### config.mk
export PLATFORM = sky130hd
export DESIGN_NAME = lfsr_frame_derandomizer_top
export DESIGN_NICKNAME = d
export VERILOG_FILES = /design/src/hw/rtl/fdr_pkg.sv /design/src/hw/rtl/fdr_skip.sv /design/src/hw/rtl/lfsr_frame_derandomizer_top.sv
export SDC_FILE = /design/constraint.sdc
export NUM_CORES = 1
export LEC_CHECK = 0
export BUFFER_PORTS_ARGS = -buffer_cell sky130_fd_sc_hd__buf_4
export CAP_MARGIN = 30
export CORE_ASPECT_RATIO = 1.25
export CORE_UTILIZATION = 35
export DETAILED_ROUTE_END_ITERATION = 6
export PLACE_DENSITY = 0.48
export SLEW_MARGIN = 20
export SYNTH_ARGS = -nofsm -noshare
export SYNTH_HDL_FRONTEND = slang
export SYNTH_SLANG_ARGS = --single-unit
### constraint.sdc
create_clock -name clk -period 5.1 [get_ports clk]
set_input_delay 1.275 -clock clk [delete_from_list [all_inputs] [get_ports clk]]
set_output_delay 1.275 -clock clk [all_outputs]
set_load 0.01 [all_outputs]
### src/hw/rtl/fdr_pkg.sv
// ----------------------------------------------------------------------------
// fdr_pkg: shared types and constants for the frame derandomiser
// LFSR step functions, register indices and reset values.
// ----------------------------------------------------------------------------
package fdr_pkg;

	localparam int LFSR_W  = 15;
	localparam int SKIP_W  = 16;
	localparam int FLEN_W  = 16;
	localparam int BYTE_W  = 8;
	localparam int CFG_IDX_W = 2;
	localparam int CFG_DATA_W = 16;

	// register indices on the configuration channel
	localparam logic [CFG_IDX_W-1:0] REG_SEED      = 2'd0;
	localparam logic [CFG_IDX_W-1:0] REG_SKIP_BITS = 2'd1;
	localparam logic [CFG_IDX_W-1:0] REG_FRAME_LEN = 2'd2;

	localparam logic [LFSR_W-1:0] SEED_RST      = 15'b011001110011111;
	localparam logic [SKIP_W-1:0] SKIP_RST      = 16'd10000;
	localparam logic [FLEN_W-1:0] FRAME_LEN_RST = 16'd44356;

	typedef struct packed {
		logic [BYTE_W-1:0] key;
		logic [LFSR_W-1:0] next;
	} lfsr_byte_t;

	typedef struct packed {
		logic              busy;
		logic [LFSR_W-1:0] start_state;
	} skip_stat_t;

	// one generator step: feedback bit14 ^ bit13 shifted in at bit 0
	function automatic logic [LFSR_W-1:0] lfsr_step(input logic [LFSR_W-1:0] s);
		logic b;
		b = s[14] ^ s[13];
		return {s[13:0], b};
	endfunction

	// eight steps, first emitted bit lands in the key MSB
	function automatic lfsr_byte_t lfsr_byte(input logic [LFSR_W-1:0] s);
		lfsr_byte_t r;
		logic [LFSR_W-1:0] st;
		logic [BYTE_W-1:0] k;
		logic b;
		st = s;
		k = '0;
		for (int i = 0; i < BYTE_W; i++) begin
			b  = st[14] ^ st[13];
			k  = {k[BYTE_W-2:0], b};
			st = {st[13:0], b};
		end
		r.key  = k;
		r.next = st;
		return r;
	endfunction

endpackage

### src/hw/rtl/fdr_skip.sv
// ----------------------------------------------------------------------------
// fdr_skip: start-state sequencer
// Loads the seed and runs the generator skip_bits steps, eight per cycle
// while eight or more remain, then one per cycle.
// ----------------------------------------------------------------------------
module fdr_skip (
	input  logic                         clk,
	input  logic                         arst_n,
	input  logic                         start,
	input  logic [fdr_pkg::LFSR_W-1:0]   seed,
	input  logic [fdr_pkg::SKIP_W-1:0]   skip_bits,
	output fdr_pkg::skip_stat_t          stat
);

	logic [fdr_pkg::LFSR_W-1:0] state_q;
	logic [fdr_pkg::SKIP_W-1:0] remain_q;
	fdr_pkg::lfsr_byte_t        step8;

	assign step8 = fdr_pkg::lfsr_byte(state_q);

	always_ff @(posedge clk or negedge arst_n) begin
		if (!arst_n) begin
			state_q  <= fdr_pkg::SEED_RST;
			remain_q <= fdr_pkg::SKIP_RST;
		end else if (start) begin
			state_q  <= seed;
			remain_q <= skip_bits;
		end else if (remain_q >= fdr_pkg::SKIP_W'(8)) begin
			state_q  <= step8.next;
			remain_q <= remain_q - fdr_pkg::SKIP_W'(8);
		end else if (remain_q != '0) begin
			state_q  <= fdr_pkg::lfsr_step(state_q);
			remain_q <= remain_q - fdr_pkg::SKIP_W'(1);
		end
	end

	assign stat.busy        = (remain_q != '0);
	assign stat.start_state = state_q;

endmodule

### src/hw/rtl/lfsr_frame_derandomizer_top.sv
// ----------------------------------------------------------------------------
// lfsr_frame_derandomizer_top: additive x^15+x^14+1 frame descrambler
// One byte per beat is XORed with eight generator bits, MSB first; odd frame
// positions are inverted and the last byte of a frame is marked with tlast.
// ----------------------------------------------------------------------------
// Each input beat is registered, leaving in the cycle after it is taken; one
//   byte per cycle when not stalled, set by the eight-step generator update.
// Reset (arst_n low, asynchronous): configuration and control registers take
//   their reset values and the start state is rebuilt, with s_tready low until
//   it is loaded. The same pause follows every write to a defined register.
module lfsr_frame_derandomizer_top (
	input  logic                             clk,
	input  logic                             arst_n,
	// input stream
	input  logic                             s_tvalid,
	output logic                             s_tready,
	input  logic [7:0]                       s_tdata,   // [7:0] data_in
	// output stream
	output logic                             m_tvalid,
	input  logic                             m_tready,
	output logic [7:0]                       m_tdata,   // [7:0] data_out
	output logic                             m_tlast,   // frame_end
	// configuration writes
	input  logic                             cfg_valid,
	output logic                             cfg_ready,
	input  logic [fdr_pkg::CFG_IDX_W-1:0]    cfg_index,
	input  logic [fdr_pkg::CFG_DATA_W-1:0]   cfg_data
);

	// configuration registers
	logic [fdr_pkg::LFSR_W-1:0] seed_q;
	logic [fdr_pkg::SKIP_W-1:0] skip_bits_q;
	logic [fdr_pkg::FLEN_W-1:0] frame_length_q;

	// restart control: restart_q kicks the skip sequencer, load_q holds the
	// input off until the generator has been loaded with the new start state
	logic restart_q;
	logic load_q;

	// running state
	logic [fdr_pkg::LFSR_W-1:0] gen_q;
	logic [fdr_pkg::FLEN_W-1:0] pos_q;

	fdr_pkg::skip_stat_t  stat;
	fdr_pkg::lfsr_byte_t  kb;
	logic                 cfg_we;
	logic                 cfg_hit;
	logic                 in_beat;
	logic                 last;
	logic [fdr_pkg::FLEN_W-1:0] pos_inc;
	logic [7:0]           data_x;

	assign cfg_ready = 1'b1;
	assign cfg_we    = cfg_valid && cfg_ready;
	assign cfg_hit   = cfg_we && ((cfg_index == fdr_pkg::REG_SEED) ||
	                              (cfg_index == fdr_pkg::REG_SKIP_BITS) ||
	                              (cfg_index == fdr_pkg::REG_FRAME_LEN));

	// input taken whenever no restart is pending and the output register is free or being drained
	assign s_tready = !load_q && (!m_tvalid || m_tready);
	assign in_beat  = s_tvalid && s_tready;

	// per-byte datapath
	assign kb      = fdr_pkg::lfsr_byte(gen_q);
	assign pos_inc = pos_q + fdr_pkg::FLEN_W'(1);
	// frame_length of zero wraps to a 65536-byte frame
	assign last    = (pos_inc == frame_length_q);
	assign data_x  = (s_tdata ^ kb.key) ^ {8{pos_q[0]}};

	always_ff @(posedge clk or negedge arst_n) begin
		if (!arst_n) begin
			seed_q         <= fdr_pkg::SEED_RST;
			skip_bits_q    <= fdr_pkg::SKIP_RST;
			frame_length_q <= fdr_pkg::FRAME_LEN_RST;
		end else if (cfg_we) begin
			case (cfg_index)
				fdr_pkg::REG_SEED:      seed_q         <= cfg_data[fdr_pkg::LFSR_W-1:0];
				fdr_pkg::REG_SKIP_BITS: skip_bits_q    <= cfg_data;
				fdr_pkg::REG_FRAME_LEN: frame_length_q <= cfg_data;
				default: ; // unknown index: ignored
			endcase
		end
	end

	fdr_skip u_skip (
		.clk       (clk),
		.arst_n    (arst_n),
		.start     (restart_q),
		.seed      (seed_q),
		.skip_bits (skip_bits_q),
		.stat      (stat)
	);

	always_ff @(posedge clk or negedge arst_n) begin
		if (!arst_n) begin
			restart_q <= 1'b0;
			load_q    <= 1'b1;
		end else begin
			restart_q <= cfg_hit;
			if (cfg_hit) begin
				load_q <= 1'b1;
			end else if (load_q && !restart_q && !stat.busy) begin
				load_q <= 1'b0;
			end
		end
	end

	// generator and position: reloaded at the end of a restart and after the
	// last byte of each frame
	always_ff @(posedge clk or negedge arst_n) begin
		if (!arst_n) begin
			gen_q <= '0;
			pos_q <= '0;
		end else if (load_q) begin
			gen_q <= stat.start_state;
			pos_q <= '0;
		end else if (in_beat) begin
			if (last) begin
				gen_q <= stat.start_state;
				pos_q <= '0;
			end else begin
				gen_q <= kb.next;
				pos_q <= pos_inc;
			end
		end
	end

	// output register
	always_ff @(posedge clk or negedge arst_n) begin
		if (!arst_n) begin
			m_tvalid <= 1'b0;
		end else if (in_beat) begin
			m_tvalid <= 1'b1;
		end else if (m_tready) begin
			m_tvalid <= 1'b0;
		end
	end

	always_ff @(posedge clk) begin
		if (in_beat) begin
			m_tdata <= data_x;
			m_tlast <= last;
		end
	end

	// position never runs past the frame once the generator is loaded
	a_pos_in_frame: assert property (@(posedge clk) disable iff (!arst_n)
		(!load_q && frame_length_q != '0) |-> (pos_q < frame_length_q))
		else $error("frame position beyond frame length");

	// an input beat at the last position yields a flagged output beat
	a_last_flag: assert property (@(posedge clk) disable iff (!arst_n)
		(in_beat && last) |=> (m_tvalid && m_tlast))
		else $error("frame end not flagged");

	// after a frame end the generator restarts from the start state
	a_frame_restart: assert property (@(posedge clk) disable iff (!arst_n)
		(in_beat && last && !cfg_hit) |=>
		(pos_q == '0 && gen_q == $past(stat.start_state)))
		else $error("generator not reloaded at frame end");

	// no beat is taken while a restart is pending
	a_no_beat_in_restart: assert property (@(posedge clk) disable iff (!arst_n)
		(restart_q || stat.busy) |-> !s_tready)
		else $error("input accepted during restart");

endmodule

==> results by group <==
Clock network
  • CTS tree: yes
  • CTS max path bufs: 2
  • CTS Buf Count: 17
  • Clk sinks: 121
  • Setup bufs post-CTS: 0
  • Clk pin slew, worst setup/hold paths: 0.06 ns
  • Root Driver: clkbuf_16
  • Post-CTS resize count: 0
  • Hold Buf Count CTS: 0
  • H-tree Lvls: 4
  • Clk Latency, worst-skew pair: 0.41 ns

Global route
  • Total global routing track utilization: 18.0%
  • Initial antenna violation count: 0
  • Largest net degree at the start of global routing: 74
  • Met2 Usage GRT: between 20 and 30%
  • Met3 Use GR: under 10%
  • Met1 usage: 23.6%
  • First-pass GRT wire length: 27100 um
  • Grt total ovfl: 0
  • Most Crowded Layer GR: met2
  • Vias in the first global route: just under 5k

Die
  • Starting Density: 36.1%
  • Row count: 55
  • Die Width: 125 um
  • Die area: about 19000 um2
  • Core area: 18200 um2
  • IO Count: 43
  • Die Y: 155 um

Critical path
  • Flop-to-flop setup slack: between 0.9 and 1 ns
  • Critical path class: reg -> reg
  • Worst Path Required: 5.45 ns
  • Cells on worst reg2reg path: 8
  • CP Launch Type: register
  • Crit Path Max Fanout: 22
  • Crit path arrival time: 4.52 ns
  • Crit end category: register

Route
  • Pre-antenna DRT Iters: 4
  • Via/cell ratio: between 5 and 6
  • DRC: 0
  • Detailed Route WL: approximately 17000 um
  • Iteration-0 DRC Markers: 358
  • Avg WL per Cell: 18.0 um
  • Via count: 4979
  • Post-DRT Antenna Nets: 0

Timing
  • Max-slew headroom: 36.9%
  • Tcrit/Tclk final: about 82%
  • Tmin final: 4.18 ns
  • Fmax achieved: 239 MHz
  • Final Skew: 0.00668 ns
  • RSZ-0062 raised after global routing: no
  • Final Max Tran Viols: 0
  • Worst Tran Pin Value: between 0.9 and 1 ns
  • Hold Vio Cnt, Final: 0
  • Setup TNS: 0 ns
  • Final setup fails: 0
  • Post-route setup slack: 0.924 ns

Final layout
  • Diode count: 0
  • Util after Layout: 41.8%
  • # fillers: 1749
  • Share of layout cells above drive strength 1: 24.1%
  • Nets: just over 700
  • Final Cell Area: 7630 um2
  • Area growth syn-to-layout: 16.0%

Place
  • IO buf count: 41
  • GPL Wtd Cong: 0.850
  • Post-Place Worst Slack: 0.958 ns
  • HPWL after DPL: 11600 um
  • DP Area: 7040 um2

Yosys
  • Main area contributors after synthesis: dfrtp_1 28%, dfstp_2 15%, mux2_2 7.0%, xnor2_1 4.8%, edfxtp_1 4.1%
  • Post-synth top flop: dfrtp_1
  • FFs w/ async S/R, synth: 92.6%
  • Yosys top cell by area: dfrtp_1
  • Seq/Total Area, Yosys: 47.5%
  • Synth top area share: between 20% and 30%
  • Post-synth EDFFs: 9
  • Yosys warns: 0
  • Syn Inst Count: 650
  • Syn Area/Cell: 10.1 um2
  • Mapped Area: 6580 um2
  • Syn nets: 686
  • Synth cell types: 65
  • FF+latch count, synth: 121

Power
  • Leak pwr: 3.09 nW
  • PwrDens: between 400 and 500 nW/um2
  • Worst VDD drop: 0.219 mV

Job
  • Max cap viols: 0

Min path
  • Hold/Removal Path Class: reg -> reg
  • Hold path depth: 2

Status
  • Status: finished, final reports clean
==> worst paths after layout <==
| check | from | to |
|---|---|---|
| hold / removal | skip_bits_q[8] | u_skip.remain_q[8] |
| max in group asynchronous | arst_n | u_skip.state_q[1] |
| min in group asynchronous | arst_n | skip_bits_q[0] |
| setup / recovery | pos_q[0] | gen_q[1] |
| hold reg to reg | skip_bits_q[8] | u_skip.remain_q[8] |
| setup reg to reg | pos_q[0] | gen_q[1] |
==> cell families (layout without fill, tap and decap cells) <==
group,Yosys count,in the layout,share of synthesized area [%]
AND/OR/NAND/NOR,202,202,15.7
AO/OA/AOI/OAI,147,147,15.1
flip-flops,121,121,47.5
buffers and inverters,61,101,3.90
XOR/XNOR,59,59,7.86
multiplexers,54,54,9.00
adder cells (fa/ha/maj),5,5,0.951
other,1,1,0.0570
==> cell usage after synthesis (3+ instances only) <==
cell,instances
a211oi_1,17
a21oi_1,26
and3_1,3
buf_1,3
buf_2,4
buf_4,4
clkbuf_1,30
dfrtp_1,74
dfstp_2,38
edfxtp_1,9
ha_1,5
inv_1,19
mux2_2,41
mux2i_1,13
nand2_1,60
nand2b_1,5
nand3_1,8
nand3b_1,4
nand4_1,6
nor2_1,49
nor2b_1,4
nor3_1,14
nor3b_1,5
nor4_1,8
o211ai_1,5
o21ai_0,37
o21ai_1,14
o221a_1,15
o31a_1,3
o31ai_1,7
or3_1,19
or4_1,3
xnor2_1,36
xor2_1,23
==> placed cells by master, fill, tap and decap left out, types with 3 or more instances in the layout <==
| cell | count |
|---|---|
| a211oi_1 | 17 |
| a21oi_1 | 26 |
| and3_1 | 3 |
| buf_4 | 48 |
| clkbuf_1 | 6 |
| clkbuf_16 | 17 |
| clkinv_2 | 4 |
| dfrtp_1 | 74 |
| dfstp_2 | 38 |
| edfxtp_1 | 9 |
| ha_1 | 5 |
| inv_1 | 19 |
| mux2_2 | 41 |
| mux2i_1 | 13 |
| nand2_1 | 60 |
| nand2b_1 | 5 |
| nand3_1 | 8 |
| nand3b_1 | 4 |
| nand4_1 | 6 |
| nor2_1 | 48 |
| nor2b_1 | 4 |
| nor3_1 | 14 |
| nor3b_1 | 4 |
| nor4_1 | 8 |
| o211ai_1 | 5 |
| o21ai_0 | 37 |
| o21ai_1 | 14 |
| o221a_1 | 15 |
| o31a_1 | 3 |
| o31ai_1 | 7 |
| or3_1 | 19 |
| or4_1 | 3 |
| xnor2_1 | 36 |
| xor2_1 | 23 |
==> cell type report <==
class	count	area, um2	area share (%)
Clock buffer	23	448	5.87
Clock inverter	9	100	1.31
Inverter	19	71.3	0.935
Multi-Input combinational cell	468	3210	42.0
Sequential cell	121	3120	40.9
Tap cell	228	285	3.74
Timing Repair Buffer	50	395	5.18
==> flip-flops by register name (all words and copies together) (netlist names) <==
register	flops
restart_q	1
m_tlast	1
u_skip.remain_q	16
skip_bits_q	16
m_tdata	8
pos_q	16
frame_length_q	16
u_skip.state_q	15
gen_q	15
seed_q	15
load_q	1
m_tvalid	1
==> worst max-delay path: stages (launching register included) <==
cell,delay (ns)
dfrtp_1,0.64
ha_1,0.38
nand3_1,0.27
nor4_1,0.61
xnor2_1,0.21
o211ai_1,0.12
or4_1,0.74
nand2_1,0.79
o221a_1,0.33
==> per-stage QoR <==
step	total power, mW	hold slack [ns]	cells
2_1_floorplan	1.95	0.443	650
3_3_place_gp	2.15	0.461	884
3_5_place_dp	2.17	0.464	884
4_1_cts	3.32	0.468	916
5_1_grt	3.48	0.488	918
6_report	3.28	0.464	918
==> per-layer routing <==
| layer | vias up | part of all wire [%] |
|---|---|---|
| met2 | 111 | 49 |
| met4 | 0 | 1.6 |
| met1 | 2453 | 46 |
| li1 | 2396 | - |
| met3 | 19 | 3.3 |
| met5 | - | 0 |
==> power breakdown <==
group	internal, mW	leakage (nW)	switching (mW)
Clock	0.713	0.266	0.416
Combinational	0.366	1.43	0.296
Sequential	1.25	1.40	0.242
No activity file was read; power rests on OpenSTA's default activity.
